### src/rtl/core/tamam_pkg.sv
// ----------------------------------------------------------------------------
// tamam_pkg
// Types, widths and constants of the three-axis moving average block.
// ----------------------------------------------------------------------------
package tamam_pkg;

    localparam int WINDOW    = 10;
    localparam int SAMPLE_W  = 16;
    localparam int CORR_W    = SAMPLE_W + 1;
    localparam int WIN_LOG   = $clog2(WINDOW);
    localparam int SUM_W     = SAMPLE_W + WIN_LOG;

    // truncating divide by WINDOW as multiply by rounded-up reciprocal and shift,
    // exact for every magnitude below 2**SUM_W
    localparam int DIV_SHIFT = SUM_W + WIN_LOG;
    localparam int MUL_W     = SUM_W + 1;
    localparam int PROD_W    = SUM_W + MUL_W;
    localparam longint DIV_MUL_L = ((longint'(1) << DIV_SHIFT) + WINDOW - 1) / WINDOW;
    localparam logic [MUL_W-1:0] DIV_MUL = MUL_W'(DIV_MUL_L);

    localparam int ADDR_W = 2;
    localparam int CFG_W  = SAMPLE_W;

    typedef enum logic [ADDR_W-1:0] {
        REG_OFFSET_X = 2'd0,
        REG_OFFSET_Y = 2'd1,
        REG_OFFSET_Z = 2'd2
    } reg_idx_t;

    typedef logic signed [SAMPLE_W-1:0] sample_t;
    typedef logic signed [CORR_W-1:0]   corr_t;

    typedef struct packed {
        sample_t z;
        sample_t y;
        sample_t x;
    } sample_vec_t;

    // last field in the lowest bits
    typedef struct packed {
        sample_t max_z;
        sample_t max_y;
        sample_t max_x;
        sample_t min_z;
        sample_t min_y;
        sample_t min_x;
        corr_t   corr_z;
        corr_t   corr_y;
        corr_t   corr_x;
        sample_t avg_z;
        sample_t avg_y;
        sample_t avg_x;
    } result_t;

    localparam int SAMPLES_W = $bits(sample_vec_t);
    localparam int RESULT_W  = $bits(result_t);
    localparam int S_TDATA_W = ((SAMPLES_W + 7) / 8) * 8;
    localparam int M_TDATA_W = ((RESULT_W + 7) / 8) * 8;

    // stage load strobes of the result pipeline
    typedef struct packed {
        logic ld_sum;
        logic ld_prod;
        logic ld_avg;
        logic ld_out;
    } stage_en_t;

endpackage

### src/rtl/core/tamam_cell.sv
// ----------------------------------------------------------------------------
// tamam_cell
// One tap of the sample window, holding one sample of each axis.
// ----------------------------------------------------------------------------
module tamam_cell import tamam_pkg::*; (
    input  logic        aclk,
    input  logic        aresetn,
    input  logic        shift_en,
    input  sample_vec_t tap_in,
    output sample_vec_t tap_out
);

    sample_vec_t tap_reg;

    always_ff @(posedge aclk) begin
        if (!aresetn) begin
            tap_reg <= '0;
        end else if (shift_en) begin
            tap_reg <= tap_in;
        end
    end

    assign tap_out = tap_reg;

endmodule

### config.mk
export PLATFORM = sky130hd
export DESIGN_NAME = tamam_cell
export DESIGN_NICKNAME = d
export VERILOG_FILES = /design/src/rtl/core/tamam_pkg.sv /design/src/rtl/core/tamam_cell.sv
export SDC_FILE = /design/constraint.sdc
export NUM_CORES = 1
export LEC_CHECK = 0
export ABC_AREA = 1
export BUFFER_PORTS_ARGS = -buffer_cell sky130_fd_sc_hd__buf_4
export CAP_MARGIN = 20
export CORE_UTILIZATION = 45
export CTS_CLUSTER_SIZE = 12
export DETAILED_ROUTE_END_ITERATION = 12
export GPL_TIMING_DRIVEN = 1
export PLACE_DENSITY = 0.85
export SLEW_MARGIN = 25
export SYNTH_ARGS = -nofsm -noshare
export SYNTH_HDL_FRONTEND = slang
export SYNTH_SLANG_ARGS = --single-unit
### constraint.sdc
create_clock -name aclk -period 0.86 [get_ports aclk]
set_input_delay 0.043 -clock aclk [delete_from_list [all_inputs] [get_ports aclk]]
set_output_delay 0.043 -clock aclk [all_outputs]
set_load 0.02 [all_outputs]
# Yosys cells after proc, flatten, opt, wreduce, memory -nomap -nowiden
# Cells that the tools add are included.
# totals
regBits,48
inputBits,51
out_inout_bits,48
word_cells,3

# Logic depth before layout (Yosys ltp)
# depth
word_depth,0
mapped_depth,5
depth_no_buf,4

# Worst setup path before layout
# OpenSTA, ideal clock, no wires.
# synth_path
path_type,input to register
start,input port shift_en
end,"register tap_reg, in the netlist tap_out[10]"
setup_time_ns,0.113
arrival_time_ns,0.560
t_required_ns,0.747
path_slack_ns,0.187
cell_stages,5
n_path_buf,3
path_cell_list,buf_2 buf_6 buf_6 nor2_1 nor2_1
# synth_lines
element,line_no,rtl
"start, declared",tamam_cell.sv:8,"input logic shift_en,"
"end signal, assigned",tamam_cell.sv:19,tap_reg <= tap_in;
"end, declared",tamam_cell.sv:13,sample_vec_t tap_reg;

# Worst setup path in the final report
# layout_path
start,"register tap_reg, in the netlist tap_out[46]"
end,output port tap_out[46] (netlist bit)
# layout_lines
element,line_no,rtl
"end, declared",tamam_cell.sv:10,output sample_vec_t tap_out
# No word-level cell between the ends.

==> results.md <==
* Hpwl dp at 3010 um
* Fin crit period at 0.827 ns
* Largest net degree at the start of global routing at 49
* Largest area contributor in the netlist: dfxtp_1
* Post-Synth Simple-Gate Area at between 30% and 40%
* Final setup viols at 0
* Count of different cell masters after synthesis at 8
* Actual slew at the worst max-slew pin at roughly 0.47 ns
* Highest-count cells in the layout ignoring fill and taps: buf_4, nor2_1, nand2_1
* Top cells by area, synth: dfxtp_1, nand2_1, nor2_1
* Die extent in x at roughly 70 um
* CP endpoint kind: primary output
* CTS max path bufs at 2
* Tcrit/Tclk final at a little over nine tenths
* Worst-path cell with the longest stage delay: dfxtp_1
* FMAX at between 1000 and 1500 MHz
* Worst setup margin at 0.0329 ns
* Final WL at between 4000 and 5000 um
* CTS root buffer: clkbuf_8
* Core area at around 0.004 sq mm
* Met3 WL post-DR at 385 um
* GR Overflow Total at 0
* WP data arrival at just under 0.8 ns
* Crit-path max FO at 2
* Crit path max-delay family: flip-flops
* Number of global-route vias before repair at approximately 1,700
* Dpl ws at ~0.11 ns
* Setup TNS at 0 ns
* Pleak at ~1.7 nW
* Yosys top cell area share at between 40% and 50%
* VDD IR max at 873 uV
* Slew Limit Fails at 0
* CTS tree: built
* Antenna-violating nets left at 0
* Die area at around 0.0047 sq mm
* DR WL/cell at roughly 9 um
* Worst-path clk slew at approximately 0.080 ns
* H-tree depth at 2
* XOR/XNOR share of the synthesized area at 0%
* Max reg flops at 48
* Layout cells sized above 1 at 33.6%
* Adder-cell share of the synthesized area at 0%
* Clk_skew at 0 ns
* Gr usage total at a little under a fifth
* Num ports at 99
* Ys Warns at 0
* Met1 wire length at 1730 um
* DR top layer: met4
* Mapped cell area at approximately 0.002 sq mm
* CP startpoint: tap_out[46]$_SDFFE_PN0P_
* Outcome: finished, final reports clean
* First-pass GRT wire length at about 6600 um
* Row cnt at 23
* Clk sink count at between 40 and 50
* Post-synthesis sequential area ratio at between 40% and 50%
* Final nets at between 400 and 500
* Most frequent standard cell in the layout excluding fill and tap cells: buf_4
* Setup crit start kind: flip-flop
* Worst R2R Start: tap_out[46]$_SDFFE_PN0P_
* CTS Buf Count at 5
* CP max stage delay at about 0.35 ns
* Final Hold Fails at 0
* Die Span Y at 68.2 um
* Detailed-route DRC error count at 0
* Initial antenna violation count at 0
* Hold Path Class: in2reg
* Critical setup path kind: reg2out
* Post-synthesis compound-gate area fraction at 0%
* Detailed Route Iter0 Violations at 135
* PD cells at between 1500 and 2000 mW/mm^2
* IO Port Bufs at just under 100
* Vias per inst at around 4.3
* RSZ-0062 raised after global routing: no
* Required @ worst endpoint at ~0.82 ns
* Worst Path Buf+Inv at 1
* Worst-path cell chain: buf_4
* First-pass iteration count of the detailed router at 6
* Worst Hold Launch: tap_in[23]
* Tot Pwr at around 4.9 mW
* Diode count at 0
* Post-CTS setup buffers at 0
* Initial Util at between 40% and 50%
* Routed via count at about 1,900
* WL met2 at around 2000 um
* Slew headroom at 68.7%
* Post-synthesis instance total at around 300
* Area grow syn2layout at 44.3%
* Mux share of post-synthesis cell area at 0%
* Largest family of logic cells by synthesized area: simple AND/OR/NAND/NOR gates
* Worst skew pair latency at roughly 0.29 ns
* Max_cap viols at 0
* Syn nets at roughly 360
* Placer congestion estimate at 0.681
* FF+latch count, synth at 48
* Syn_area_per_cell at ~6.5 sq um
path summary, 6_finish.rpt:
check	end	slack (ns)	cells past startpoint
worst min-delay path	tap_out[23]$_SDFFE_PN0P_	0.03	5
worst max-delay path	tap_out[46]	0.03	1
worst min register to register	tap_out[40]$_SDFFE_PN0P_	0.47	2
worst max register to register	tap_out[46]$_SDFFE_PN0P_	0.28	2
kinds of logic after synthesis:
logic type             after synthesis
flip-flops                          48
buffers and inverters               64
AND/OR/NAND/NOR                    192
power by group:
group	internal [mW]	switching (mW)
combinational	0.486	0.530
clock	0.716	0.676
sequential	2.39	0.0823
total	3.60	1.29
cell type report:
cell class	instances	area (sq um)
clock buffers	7	96.3
fillers	365	1270
inverters	48	180
multi-input cells	192	721
flip-flops and latches	48	992
well taps	50	62.6
repair buffers	101	796
metal layers:
metal	vias up	global-route usage (%)
li1	1033	-
met1	797	18.9
met2	65	34.6
met3	6	8.00
met4	0	5.47
met5	-	0
per-stage QoR:
step | util (%) | instances | area, sq um | hold slack, ns
2_1_floorplan | - | 304 | 1970 | 0.231
3_3_place_gp | 66.1 | 439 | 2720 | 0.323
3_5_place_dp | 66.1 | 439 | 2720 | 0.335
4_1_cts | 68.4 | 446 | 2820 | 0.0260
5_1_grt | 69.2 | 446 | 2850 | 0.0287
6_report | 69.2 | 446 | 2850 | 0.0313
synthesized netlist by cell type:
cell / number
inv_1: 48
nand2_1: 96
dfxtp_1: 48
clkbuf_1: 2
buf_6: 5
buf_2: 8
nor2_1: 96
buf_4: 1
repair_timing:
action / in CTS / in global routing
hold buffers: 0 / 0
endpoints found under the setup margin: 0 / 25
resized for setup: 0 / 25
Note: power is estimated with default switching activity, not from simulation.
