==> src/rtl/core/tamam_pkg.sv <==
// ----------------------------------------------------------------------------
// tamam_pkg
// Types, widths and constants of the three-axis moving average block.
// ----------------------------------------------------------------------------
package tamam_pkg;

    localparam int WINDOW    = 10;
    localparam int SAMPLE_W  = 16;
    localparam int CORR_W    = SAMPLE_W + 1;
    localparam int WIN_LOG   = $clog2(WINDOW);
    localparam int SUM_W     = SAMPLE_W + WIN_LOG;

    // truncating divide by WINDOW as multiply by rounded-up reciprocal and shift,
    // exact for every magnitude below 2**SUM_W
    localparam int DIV_SHIFT = SUM_W + WIN_LOG;
    localparam int MUL_W     = SUM_W + 1;
    localparam int PROD_W    = SUM_W + MUL_W;
    localparam longint DIV_MUL_L = ((longint'(1) << DIV_SHIFT) + WINDOW - 1) / WINDOW;
    localparam logic [MUL_W-1:0] DIV_MUL = MUL_W'(DIV_MUL_L);

    localparam int ADDR_W = 2;
    localparam int CFG_W  = SAMPLE_W;

    typedef enum logic [ADDR_W-1:0] {
        REG_OFFSET_X = 2'd0,
        REG_OFFSET_Y = 2'd1,
        REG_OFFSET_Z = 2'd2
    } reg_idx_t;

    typedef logic signed [SAMPLE_W-1:0] sample_t;
    typedef logic signed [CORR_W-1:0]   corr_t;

    typedef struct packed {
        sample_t z;
        sample_t y;
        sample_t x;
    } sample_vec_t;

    // last field in the lowest bits
    typedef struct packed {
        sample_t max_z;
        sample_t max_y;
        sample_t max_x;
        sample_t min_z;
        sample_t min_y;
        sample_t min_x;
        corr_t   corr_z;
        corr_t   corr_y;
        corr_t   corr_x;
        sample_t avg_z;
        sample_t avg_y;
        sample_t avg_x;
    } result_t;

    localparam int SAMPLES_W = $bits(sample_vec_t);
    localparam int RESULT_W  = $bits(result_t);
    localparam int S_TDATA_W = ((SAMPLES_W + 7) / 8) * 8;
    localparam int M_TDATA_W = ((RESULT_W + 7) / 8) * 8;

    // stage load strobes of the result pipeline
    typedef struct packed {
        logic ld_sum;
        logic ld_prod;
        logic ld_avg;
        logic ld_out;
    } stage_en_t;

endpackage

==> src/rtl/core/tamam_track.sv <==
// ----------------------------------------------------------------------------
// tamam_track
// Low and high marks of one axis average, offset correction, output register.
// ----------------------------------------------------------------------------
module tamam_track import tamam_pkg::*; (
    input  logic      aclk,
    input  logic      aresetn,
    input  stage_en_t en,
    input  sample_t   avg_in,
    input  sample_t   offset,
    output sample_t   avg_out,
    output corr_t     corr,
    output sample_t   low_mark,
    output sample_t   high_mark
);

    sample_t avg_reg;
    corr_t   corr_reg, corr_next;
    sample_t low_reg, low_next;
    sample_t high_reg, high_next;

    assign corr_next = CORR_W'(avg_in) - CORR_W'(offset);
    assign low_next  = (avg_in < low_reg)  ? avg_in : low_reg;
    assign high_next = (avg_in > high_reg) ? avg_in : high_reg;

    always_ff @(posedge aclk) begin
        if (!aresetn) begin
            low_reg  <= '0;
            high_reg <= '0;
        end else if (en.ld_out) begin
            low_reg  <= low_next;
            high_reg <= high_next;
        end
    end

    always_ff @(posedge aclk) begin
        if (en.ld_out) begin
            avg_reg  <= avg_in;
            corr_reg <= corr_next;
        end
    end

    assign avg_out   = avg_reg;
    assign corr      = corr_reg;
    assign low_mark  = low_reg;
    assign high_mark = high_reg;

endmodule

==> config.mk <==
export PLATFORM = sky130hd
export DESIGN_NAME = tamam_track
export DESIGN_NICKNAME = d
export VERILOG_FILES = /design/src/rtl/core/tamam_pkg.sv /design/src/rtl/core/tamam_track.sv
export SDC_FILE = /design/constraint.sdc
export NUM_CORES = 1
export LEC_CHECK = 0
export BUFFER_PORTS_ARGS = -buffer_cell sky130_fd_sc_hd__buf_2
export CORE_UTILIZATION = 40
export DETAILED_ROUTE_END_ITERATION = 6
export PLACE_DENSITY = 0.64
export SLEW_MARGIN = 20
export SYNTH_ARGS = -nofsm -noshare
export SYNTH_HDL_FRONTEND = slang
export SYNTH_SLANG_ARGS = --single-unit
==> constraint.sdc <==
create_clock -name aclk -period 6.8 [get_ports aclk]
set_clock_uncertainty 0.15 [all_clocks]
set_input_delay 0.68 -clock aclk [delete_from_list [all_inputs] [get_ports aclk]]
set_output_delay 0.68 -clock aclk [all_outputs]
set_load 0.01 [all_outputs]
# Word-level counts from Yosys, hierarchy flattened
# Cells that the tools add are included.
[classes]
n_addsub = 1
magnitude_cmp = 2
reduce_logical = 2
[op_table]
columns = ["op", "n"]
rows = [
  ["$sub A16 B16 Y17", 1],
  ["$gt A16 B16 Y1", 1],
  ["$lt A16 B16 Y1", 1],
  ["$reduce_and A2 Y1", 2],
]
[word_totals]
register_bits = 65
in_bits = 38

# Logic depth before layout (Yosys ltp)
[depth]
word_depth = 2
mapped_depth = 10
depth_no_buf = 9

# Least setup slack after synthesis
# Ideal clock, no wire load.
[synth_path]
kind = "input to register"
startpoint = "input avg_in[11]"
endpoint = "register high_reg[10] (netlist: high_mark[10])"
setup_time_ns = 0.119
arrival_ns = 2.575
t_required_ns = 6.531
setup_slack_ns = 3.956
cell_stages = 9
cell_sequence = "ha_1 > nand4_1 > or4_1 > a21o_2 > o211ai_1 > mux2_2 > buf_6 > buf_12 > mux2i_1"
[synth_between]
elab_chain_len = 2
[synth_rtl]
columns = ["item", "line_no", "rtl"]
rows = [
  ["from (decl)", "tamam_track.sv:9", "input sample_t avg_in,"],
  ["$gt A16 B16 Y1", "tamam_track.sv:24", "assign high_next = (avg_in > high_reg) ? avg_in : high_reg;"],
  ["$reduce_and A2 Y1 (no source line)", "--", ""],
  ["to (signal assigned)", "tamam_track.sv:32", "high_reg <= high_next;"],
  ["to (decl)", "tamam_track.sv:20", "sample_t high_reg, high_next;"],
]
# Every way passes these cells.
# A chain may end at the register's enable or synchronous reset.

# Final worst setup path
[layout_path]
startpoint = "input avg_in[11]"
endpoint = "register high_reg[12] (netlist: high_mark[12])"
# The elaborated chain is that of the path after synthesis.

==> flow_summary.toml <==
[outcome]
run_status = "completed"

[power_and_ir_drop]
powerDensity_nw_per_um2 = 235
p_leak_uw = 0.00210
power_uw = 1070
worst_case_vdd_ir_drop_mv = 0.103

[flow_run]
drv_cap = 0

[grt]
grt_start_max_net_pins = 49
grt_pass1_vias = 2878
antenna_found_initial = 0
grt_usage_pct = 17.6
grt_remaining_overflow = 0
grt_pass1_wl_um = 13500

[die]
std_cell_rows = 35
die_width_um = 99.4
io-pin-count = 103
area_of_the_core_region_um2 = 9200
start_util_pct = 41.3
floorplan.die_area_um2 = 9880
floorplan.die.height_um = 99.4

[sta]
report.final.slew_viol_count = 0
worst-slew-pin-transition_ps = 837
finalCritPeriodShare_pct = 42.2
hold_violations = 0
postLayoutSetupSlackWorst_ps = 3930
worst_slew_margin_rel_pct = 44.2
rsz_0062_raised_after_global_routing = "false"
setup_tns_ps = 0
finalSetupViolCount = 0
finalCriticalPeriod_ps = 2870
achievable-frequency_ghz = 0.348

[place]
post_place_cell_area_um2 = 4340
place.gp.congestion = 0.805
hpwlAfterDp_um = 6370
place_worst_setup_slack_ps = 3340
place.port_buffers = 99

[critical_path]
worst-endpoint-arrival_ps = 2920
endpoint_kind = "register"
worst-path-max-fanout = 16
worst-endpoint-required_ps = 6850
worst-setup-path-type = "input port to register"
setup.worst_path.start_class = "input port"

[cts]
cts_made_buffers = 9
cts_max_path_buffers = 2
cts_resized = 0
tritoncts = "yes"
cts-htree-levels = 3
clock-root-buffer = "clkbuf_8"
clkSlewWorstSetupHoldPaths_ps = 70
clock_latency_ps = 330
holdBufCountCts = 0
post_cts.repair.setup_buffers = 0
cts.sink_count = 65

[route]
via_count = 2995
postRouteAntennaNets = 0
routed_wl_um = 8360
routedWlPerCell_um = 14.1
count_of_unresolved_drc_violations_after_routing = 0
drt-vias-per-instance = 5.06
drt_iter0_markers = 88
drt_pre_antenna_iters = 4

[yosys]
synth-seq-area-share_pct = 43.0
post-synth-top-area-fraction_pct = 26.1
syn_inst = 375
yosys_warnings = 0
synth_async_sr_flop_share_pct = 0
synth_enable_flop_cells = 33
netlist_area_um2 = 3790
synth_compound_gate_area_share_pct = 10.9
synth_nets = 461
ys_top_cells_by_count = "59 x nand2_1, 55 x inv_1, 47 x ha_1, 33 x edfxtp_1"
syn_area_per_cell_um2 = 10.1
yosys_register_bits = 65
synth-main-ff-cell = "edfxtp_1"
yosys.area.top_type = "edfxtp_1"
largest_family_of_logic_cells_by_synthesized_area = "adder cells"
post_synth_main_area_contributors = "edfxtp_1 26%, dfxtp_1 17%, ha_1 16%"
post_synth_xor_area_fraction_pct = 3.00
share_of_synthesized_cell_area_in_and_or_nand_and_nor_gates_pct = 10.6
synthMostInstantiatedCell = "nand2_1"
synth_cell_type_count = 48
synthMuxAreaShare_pct = 8.74
synth-adder-area-share_pct = 16.0

[finish]
antenna_diode_instance_count = 0
area_growth_syn_to_layout_pct = 20.2
final_nets = 562
final_cell_area_um2 = 4560
fill_cells = 892
max_ffs_per_register = 17
fraction_of_layout_cells_with_a_size_suffix_above_1_pct = 24.3

[hold_path]
worst_hold_check_path_type = "register to register"
cell usage in the layout, fill, tap and decap left out, types with 4 or more instances in the layout:
| cell type | instances |
|---|---|
| nand2_1 | 59 |
| a21o_1 | 9 |
| xnor2_1 | 8 |
| nand4_1 | 6 |
| inv_1 | 55 |
| o21a_1 | 7 |
| edfxtp_1 | 33 |
| a21oi_1 | 21 |
| buf_2 | 99 |
| clkbuf_8 | 10 |
| o21ai_0 | 5 |
| ha_1 | 47 |
| dfxtp_1 | 32 |
| nand3_1 | 4 |
| xor2_1 | 5 |
| nor2_1 | 6 |
| mux2i_1 | 32 |
area by class of cell:
| class | instances | area [um^2] | share of cell area, % |
|---|---|---|---|
| multi-input cells | 246 | 1880 | 41.1 |
| clock buffers | 13 | 191 | 4.20 |
| flip-flops and latches | 65 | 1630 | 35.8 |
| inverters | 55 | 206 | 4.53 |
| repair buffers | 99 | 495 | 10.9 |
| clock inverters | 3 | 18.8 | 0.412 |
| well taps | 111 | 139 | 3.05 |
logic make-up after synthesis:
group                      after synthesis
and+or+nand+nor                         90
muxes                                   33
buffers and inverters                   64
adders and majority gates               48
AOI/OAI and AO/OA                       62
xor gates and xnor gates                13
DFF                                     65
through the flow:
stage          std cells  hold slack, ps  utilization [%]
6_report             592             325             49.6
5_1_grt              592             343             49.6
4_1_cts              592             327             49.5
3_5_place_dp         576             317             47.2
3_3_place_gp         576             308             47.2
2_1_floorplan        375             341                -
report_power, final:
part           internal (uW)  switching, uW  leakage [uW]
Clock                    186            152      0.000110
Combinational            112            145       0.00140
Sequential               459           17.4      0.000584
critical path: stages:
cell and delay [ps]:
buf_2 150, ha_1 330, nand4_1 120, or4_1 540, a21o_2 220, o211ai_1 100
mux2_2 580, mux2i_1 190
routing by layer:
metal  track usage, %  up-vias  part of all wire [%]
li1                 -     1513                     -
met1             22.2     1390                    47
met2             29.2       80                    46
met3             3.58       12                   4.7
met4             7.58        0                   1.6
met5                0        -                     0
path summary, 6_finish.rpt:
check / slack, ps / depth (start not counted) / end / start
setup / recovery: 3930 / 8 / high_mark[12] / avg_in[11]
hold / removal: 320 / 2 / high_mark[14] / high_mark[14]
setup reg to reg: 4040 / 8 / high_mark[12] / high_mark[11]
hold reg to reg: 320 / 2 / high_mark[14] / high_mark[14]
No activity file was read; power rests on OpenSTA's default activity.
