<file path="src/rtl/core/tamam_pkg.sv">
// ----------------------------------------------------------------------------
// tamam_pkg
// Types, widths and constants of the three-axis moving average block.
// ----------------------------------------------------------------------------
package tamam_pkg;

    localparam int WINDOW    = 10;
    localparam int SAMPLE_W  = 16;
    localparam int CORR_W    = SAMPLE_W + 1;
    localparam int WIN_LOG   = $clog2(WINDOW);
    localparam int SUM_W     = SAMPLE_W + WIN_LOG;

    // truncating divide by WINDOW as multiply by rounded-up reciprocal and shift,
    // exact for every magnitude below 2**SUM_W
    localparam int DIV_SHIFT = SUM_W + WIN_LOG;
    localparam int MUL_W     = SUM_W + 1;
    localparam int PROD_W    = SUM_W + MUL_W;
    localparam longint DIV_MUL_L = ((longint'(1) << DIV_SHIFT) + WINDOW - 1) / WINDOW;
    localparam logic [MUL_W-1:0] DIV_MUL = MUL_W'(DIV_MUL_L);

    localparam int ADDR_W = 2;
    localparam int CFG_W  = SAMPLE_W;

    typedef enum logic [ADDR_W-1:0] {
        REG_OFFSET_X = 2'd0,
        REG_OFFSET_Y = 2'd1,
        REG_OFFSET_Z = 2'd2
    } reg_idx_t;

    typedef logic signed [SAMPLE_W-1:0] sample_t;
    typedef logic signed [CORR_W-1:0]   corr_t;

    typedef struct packed {
        sample_t z;
        sample_t y;
        sample_t x;
    } sample_vec_t;

    // last field in the lowest bits
    typedef struct packed {
        sample_t max_z;
        sample_t max_y;
        sample_t max_x;
        sample_t min_z;
        sample_t min_y;
        sample_t min_x;
        corr_t   corr_z;
        corr_t   corr_y;
        corr_t   corr_x;
        sample_t avg_z;
        sample_t avg_y;
        sample_t avg_x;
    } result_t;

    localparam int SAMPLES_W = $bits(sample_vec_t);
    localparam int RESULT_W  = $bits(result_t);
    localparam int S_TDATA_W = ((SAMPLES_W + 7) / 8) * 8;
    localparam int M_TDATA_W = ((RESULT_W + 7) / 8) * 8;

    // stage load strobes of the result pipeline
    typedef struct packed {
        logic ld_sum;
        logic ld_prod;
        logic ld_avg;
        logic ld_out;
    } stage_en_t;

endpackage

</file>
<file path="src/rtl/core/tamam_div.sv">
// ----------------------------------------------------------------------------
// tamam_div
// Running window sum of one axis and truncating divide by the window length.
// ----------------------------------------------------------------------------
module tamam_div import tamam_pkg::*; (
    input  logic      aclk,
    input  logic      aresetn,
    input  stage_en_t en,
    input  sample_t   new_sample,
    input  sample_t   old_sample,
    output sample_t   avg
);

    logic signed [SUM_W-1:0] sum_reg, sum_next;
    logic [SUM_W-1:0]        mag;
    logic [PROD_W-1:0]       prod;
    logic [PROD_W-1:0]       prod_reg;
    logic                    neg_reg;
    logic [SAMPLE_W-1:0]     quo;
    sample_t                 avg_reg, avg_next;

    // newest sample in, oldest out
    assign sum_next = sum_reg + SUM_W'(new_sample) - SUM_W'(old_sample);

    assign mag  = sum_reg[SUM_W-1] ? SUM_W'(-sum_reg) : SUM_W'(sum_reg);
    assign prod = mag * DIV_MUL;

    assign quo      = prod_reg[DIV_SHIFT +: SAMPLE_W];
    assign avg_next = neg_reg ? sample_t'(-quo) : sample_t'(quo);

    always_ff @(posedge aclk) begin
        if (!aresetn) begin
            sum_reg <= '0;
        end else if (en.ld_sum) begin
            sum_reg <= sum_next;
        end
    end

    always_ff @(posedge aclk) begin
        if (en.ld_prod) begin
            prod_reg <= prod;
            neg_reg  <= sum_reg[SUM_W-1];
        end
        if (en.ld_avg) begin
            avg_reg <= avg_next;
        end
    end

    assign avg = avg_reg;

endmodule

</file>
<file path="config.mk">
export PLATFORM = sky130hd
export DESIGN_NAME = tamam_div
export DESIGN_NICKNAME = d
export VERILOG_FILES = /design/src/rtl/core/tamam_pkg.sv /design/src/rtl/core/tamam_div.sv
export SDC_FILE = /design/constraint.sdc
export NUM_CORES = 1
export LEC_CHECK = 0
export BUFFER_PORTS_ARGS = -buffer_cell sky130_fd_sc_hd__buf_2
export CAP_MARGIN = 20
export CORE_MARGIN = 1
export CORE_UTILIZATION = 25
export DETAILED_ROUTE_END_ITERATION = 12
export MAX_ROUTING_LAYER = met4
export PLACE_DENSITY = 0.51
export SYNTH_ARGS = -nofsm -noshare
export SYNTH_HDL_FRONTEND = slang
export SYNTH_SLANG_ARGS = --single-unit
export TNS_END_PERCENT = 1
</file>
<file path="constraint.sdc">
create_clock -name aclk -period 22.9 [get_ports aclk]
set_input_delay 5.725 -clock aclk [delete_from_list [all_inputs] [get_ports aclk]]
set_output_delay 5.725 -clock aclk [all_outputs]
set_load 0.01 [all_outputs]
</file>
### Yosys cells after proc, flatten, opt, wreduce, memory -nomap -nowiden

Index checks and enable logic that the tools add are counted.

* output and inout port bits: 16
* input port bits: 38
* flip-flop bits (word level): 76
* word-level logic and storage cells: 11

* $mul: 1
* muxes and demuxes: 2
* add/sub/neg operators: 4

Operator list (count)
* $mul 20x20->39 const B: 1
* $add 20x16->20: 1
* $mux 20: 1
* $neg 20->20: 1
* $sub 20x16->20: 1
* $mux 16: 1
* $neg 16->16: 1

### Depth between registers and ports, before layout

* word-level depth: 3
* gate-level depth with buffers: 30
* gate-level depth less buffers: 29

### Worst setup path before layout

OpenSTA, ideal clock, no wires.

* kind: input-to-reg
* from: in new_sample[1]
* to: reg sum_reg[19]
* setup slack: 14494 ps
* setup time: 119 ps
* stages: 12
* arrival time: 8286 ps
* data required time: 22781 ps
* path through: inv_1 fa_1 inv_1 ha_1 a21oi_1 nand4b_1 a2111oi_0 or2_2 a211oi_1 or3_1 a31oi_1 nor3b_1

* word-level cells in the longest chain between the ends: 2

RTL lines
* start, declared: line tamam_div.sv:9 `input sample_t new_sample,`
* $add 20x16->20: line tamam_div.sv:23 `assign sum_next = sum_reg + SUM_W'(new_sample) - SUM_W'(old_sample);`
* $sub 20x16->20: line tamam_div.sv:23
* end signal, assigned: line tamam_div.sv:35 `sum_reg <= sum_next;`
* end, declared: line tamam_div.sv:14 `logic signed [SUM_W-1:0] sum_reg, sum_next;`

Every way passes these cells.
A chain may end at the register's enable or synchronous reset.

### Worst setup path in the final report

Same ends and word-level chain as after synthesis.

==> flow_summary.toml <==
[global_route]
antenna_found_initial = 2
grt_pass1_vias = 7743
gr-usage-all-layers = 0.1177
grt-ovfl-total = 0
grt_first_pass_wirelength_um = 39620
maximum_number_of_pins_on_one_net_before_global_route_repair = 25

[synthesis]
post_syn_instances = 1122
synthesis.yosys.warnings = 0
synth_most_common_cell = "sky130_fd_sc_hd__inv_1"
yosysSeqAreaShare = 0.1284
synthesis.nets = 1529
synth.top_cells.by_area = "sky130_fd_sc_hd__fa_1 28%, sky130_fd_sc_hd__ha_1 25%, sky130_fd_sc_hd__inv_1 10%"
synth-async-reset-ratio = 0
synth_edf_count = 33
fraction_of_post_synthesis_cell_area_in_the_top_cell_type_by_area = 0.2846
syn-cell-area_mm2 = 0.01083
yosys_most_used_dff = "sky130_fd_sc_hd__edfxtp_1"
mean_cell_area_of_the_mapped_netlist_um2 = 9.656
synthDistinctLibCells = 52
ys_seq_elements = 53
ys_top_cells_by_count = "301 x sky130_fd_sc_hd__inv_1, 215 x sky130_fd_sc_hd__ha_1, 154 x sky130_fd_sc_hd__fa_1"
netlist.top_cell.by_area = "sky130_fd_sc_hd__fa_1"

[timing]
timing.setup.tns_ns = 0
timing.final.max_slew_violations = 0
grt_setup_unrepaired = "no"
fmaxAchievable_mhz = 116.0
final_period_minus_worst_setup_slack_ns = 8.618
finalClockSkew_ns = 0.02216
post-route-worst-setup-slack_ns = 14.28
layout_worst_path_cycle_share = 0.3763
hold_viol_final = 0
setup_viol = 0
relSlewSlack = 0.4249
worst_pin_slew_ns = 0.8615

[hold_path]
worst_hold_path_type = "reg -> reg"

[routing]
drtPass1Iterations = 6
detail_route.wirelength_um = 23650
routed_wire_length_per_instance_um = 13.53
drc_violations = 0
detailedRoute.firstIterationViolations = 248
vias = 7405
drtAntennaViolNets = 0
detail_route.vias_per_cell = 4.236

[clock_network]
clock_insertion_delay_at_the_later_pin_of_the_skew_report_ns = 0.33
cts_htree_levels = 2
max-clock-path-buffers = 2
cts_setup_buffers = 0
cts-hold-fix-buffers = 0
clkSlewWorstSetupHoldPaths_ns = 0.09
tritoncts.num_buffers = 5
post_cts_resized = 0
clock_sinks = 53
ctsRootBufferMaster = "sky130_fd_sc_hd__clkbuf_16"
clock_tree_from_tritoncts = "done"

[floorplanning]
initial_core_util = 0.2560
fp.dieArea_mm2 = 0.04417
coreArea_mm2 = 0.04232
core.rowCount = 75
die_h_um = 210.2
ioPinCount = 54
die_x_um = 210.2

[finish]
area_growth_pct = 10.07
largest_register_ff_count = 20
final_layout_size_suffix_gt1_frac = 0.05551
finish.net_count = 1577
antenna_cells = 0

[setup_path]
critPathLaunchType = "input port"
crit_required_ns = 23.11
cp_max_fo = 4
setup.worst_path.class = "in -> reg"
crit_path_end_kind = "register"
cp_data_arrival_time_ns = 8.83

[outcome]
outcome = "finished, final reports clean"

[placed_design]
gpl.final_weighted_congestion = 0.8790
placement.setup.worst_slack_ns = 13.88
dp.final_hpwl_um = 21260
port_buffer_count = 52

[job]
maxCapViolations = 0
[metrics by stage]
step / instances / util / instance area [µm²] / hold WS [ns]
finish: 1748 / 0.2818 / 11930 / 0.4931
CTS: 1748 / 0.2818 / 11930 / 0.4924
global placement: 1740 / 0.2782 / 11780 / 0.4700
detailed placement: 1740 / 0.2782 / 11780 / 0.4801
floorplan: 1122 / - / 10830 / 0.4205
global route: 1748 / 0.2818 / 11930 / 0.5134
[final timing paths]
path                       from            to  slack, ns  depth (start not counted)
hold / removal       sum_reg[9]    sum_reg[9]       0.49                          2
setup / recovery  new_sample[1]   sum_reg[19]      14.28                         13
setup reg to reg     sum_reg[0]  prod_reg[34]      14.34                         27
hold reg to reg      sum_reg[9]    sum_reg[9]       0.49                          2
[critical path, cell delays in order]
cell	delay [ns]
sky130_fd_sc_hd__buf_2	0.07
sky130_fd_sc_hd__inv_1	0.05
sky130_fd_sc_hd__fa_1	0.59
sky130_fd_sc_hd__inv_1	0.06
sky130_fd_sc_hd__ha_1	0.27
sky130_fd_sc_hd__a21oi_1	0.07
sky130_fd_sc_hd__nand4b_1	0.22
sky130_fd_sc_hd__a2111oi_0	0.77
sky130_fd_sc_hd__or2_2	0.29
sky130_fd_sc_hd__a211oi_1	0.09
sky130_fd_sc_hd__or3_1	0.37
sky130_fd_sc_hd__a31oi_1	0.18
sky130_fd_sc_hd__nor3b_1	0.07
[layout by cell type, fill, tap and decap left out, types with 4 or more instances in the layout]
master / instances
sky130_fd_sc_hd__a21oi_1: 34
sky130_fd_sc_hd__nor2b_1: 5
sky130_fd_sc_hd__o21a_1: 9
sky130_fd_sc_hd__ha_1: 215
sky130_fd_sc_hd__clkbuf_16: 5
sky130_fd_sc_hd__xnor2_1: 62
sky130_fd_sc_hd__a21o_1: 14
sky130_fd_sc_hd__dfxtp_1: 20
sky130_fd_sc_hd__a211oi_1: 7
sky130_fd_sc_hd__nand4_1: 13
sky130_fd_sc_hd__a31oi_1: 8
sky130_fd_sc_hd__inv_1: 301
sky130_fd_sc_hd__o31ai_1: 13
sky130_fd_sc_hd__nand3_1: 13
sky130_fd_sc_hd__nor4_1: 4
sky130_fd_sc_hd__xor2_1: 15
sky130_fd_sc_hd__buf_2: 52
sky130_fd_sc_hd__or3_1: 10
sky130_fd_sc_hd__nor3_1: 15
sky130_fd_sc_hd__nand2_1: 41
sky130_fd_sc_hd__nand2b_1: 4
sky130_fd_sc_hd__and3_1: 8
sky130_fd_sc_hd__nor2_1: 34
sky130_fd_sc_hd__or4_1: 4
sky130_fd_sc_hd__fa_1: 154
sky130_fd_sc_hd__edfxtp_1: 33
sky130_fd_sc_hd__o21ai_0: 26
sky130_fd_sc_hd__mux2i_1: 11
[layer usage]
metal	GRT usage	part of all wire	up-vias
li1	-	-	3728
met1	0.1527	0.49	3569
met2	0.1945	0.47	88
met3	0.01594	0.024	20
met4	0.02618	0.015	0
met5	-	0	-
[area by class of cell]
| class | instances | area, µm² |
|---|---|---|
| clock buffer | 5 | 125.1 |
| clock inverter | 3 | 25.02 |
| fill | 4555 | 30400 |
| inverter | 303 | 1137 |
| multi-input combinational | 755 | 8264 |
| sequential | 53 | 1391 |
| tap | 577 | 721.9 |
| timing repair buffer | 52 | 260.3 |
[logic make-up after synthesis]
group | share of synthesized area
compound gates | 0.08361
fa+ha+maj | 0.5329
flops | 0.1284
xor+xnor | 0.06225
simple gates | 0.07391
mux | 0.01016
buf+inv | 0.1088
Power is left out: the tool's default activity adds up to more than one toggle a clock period on the data nets, which glitch-free logic cannot reach.
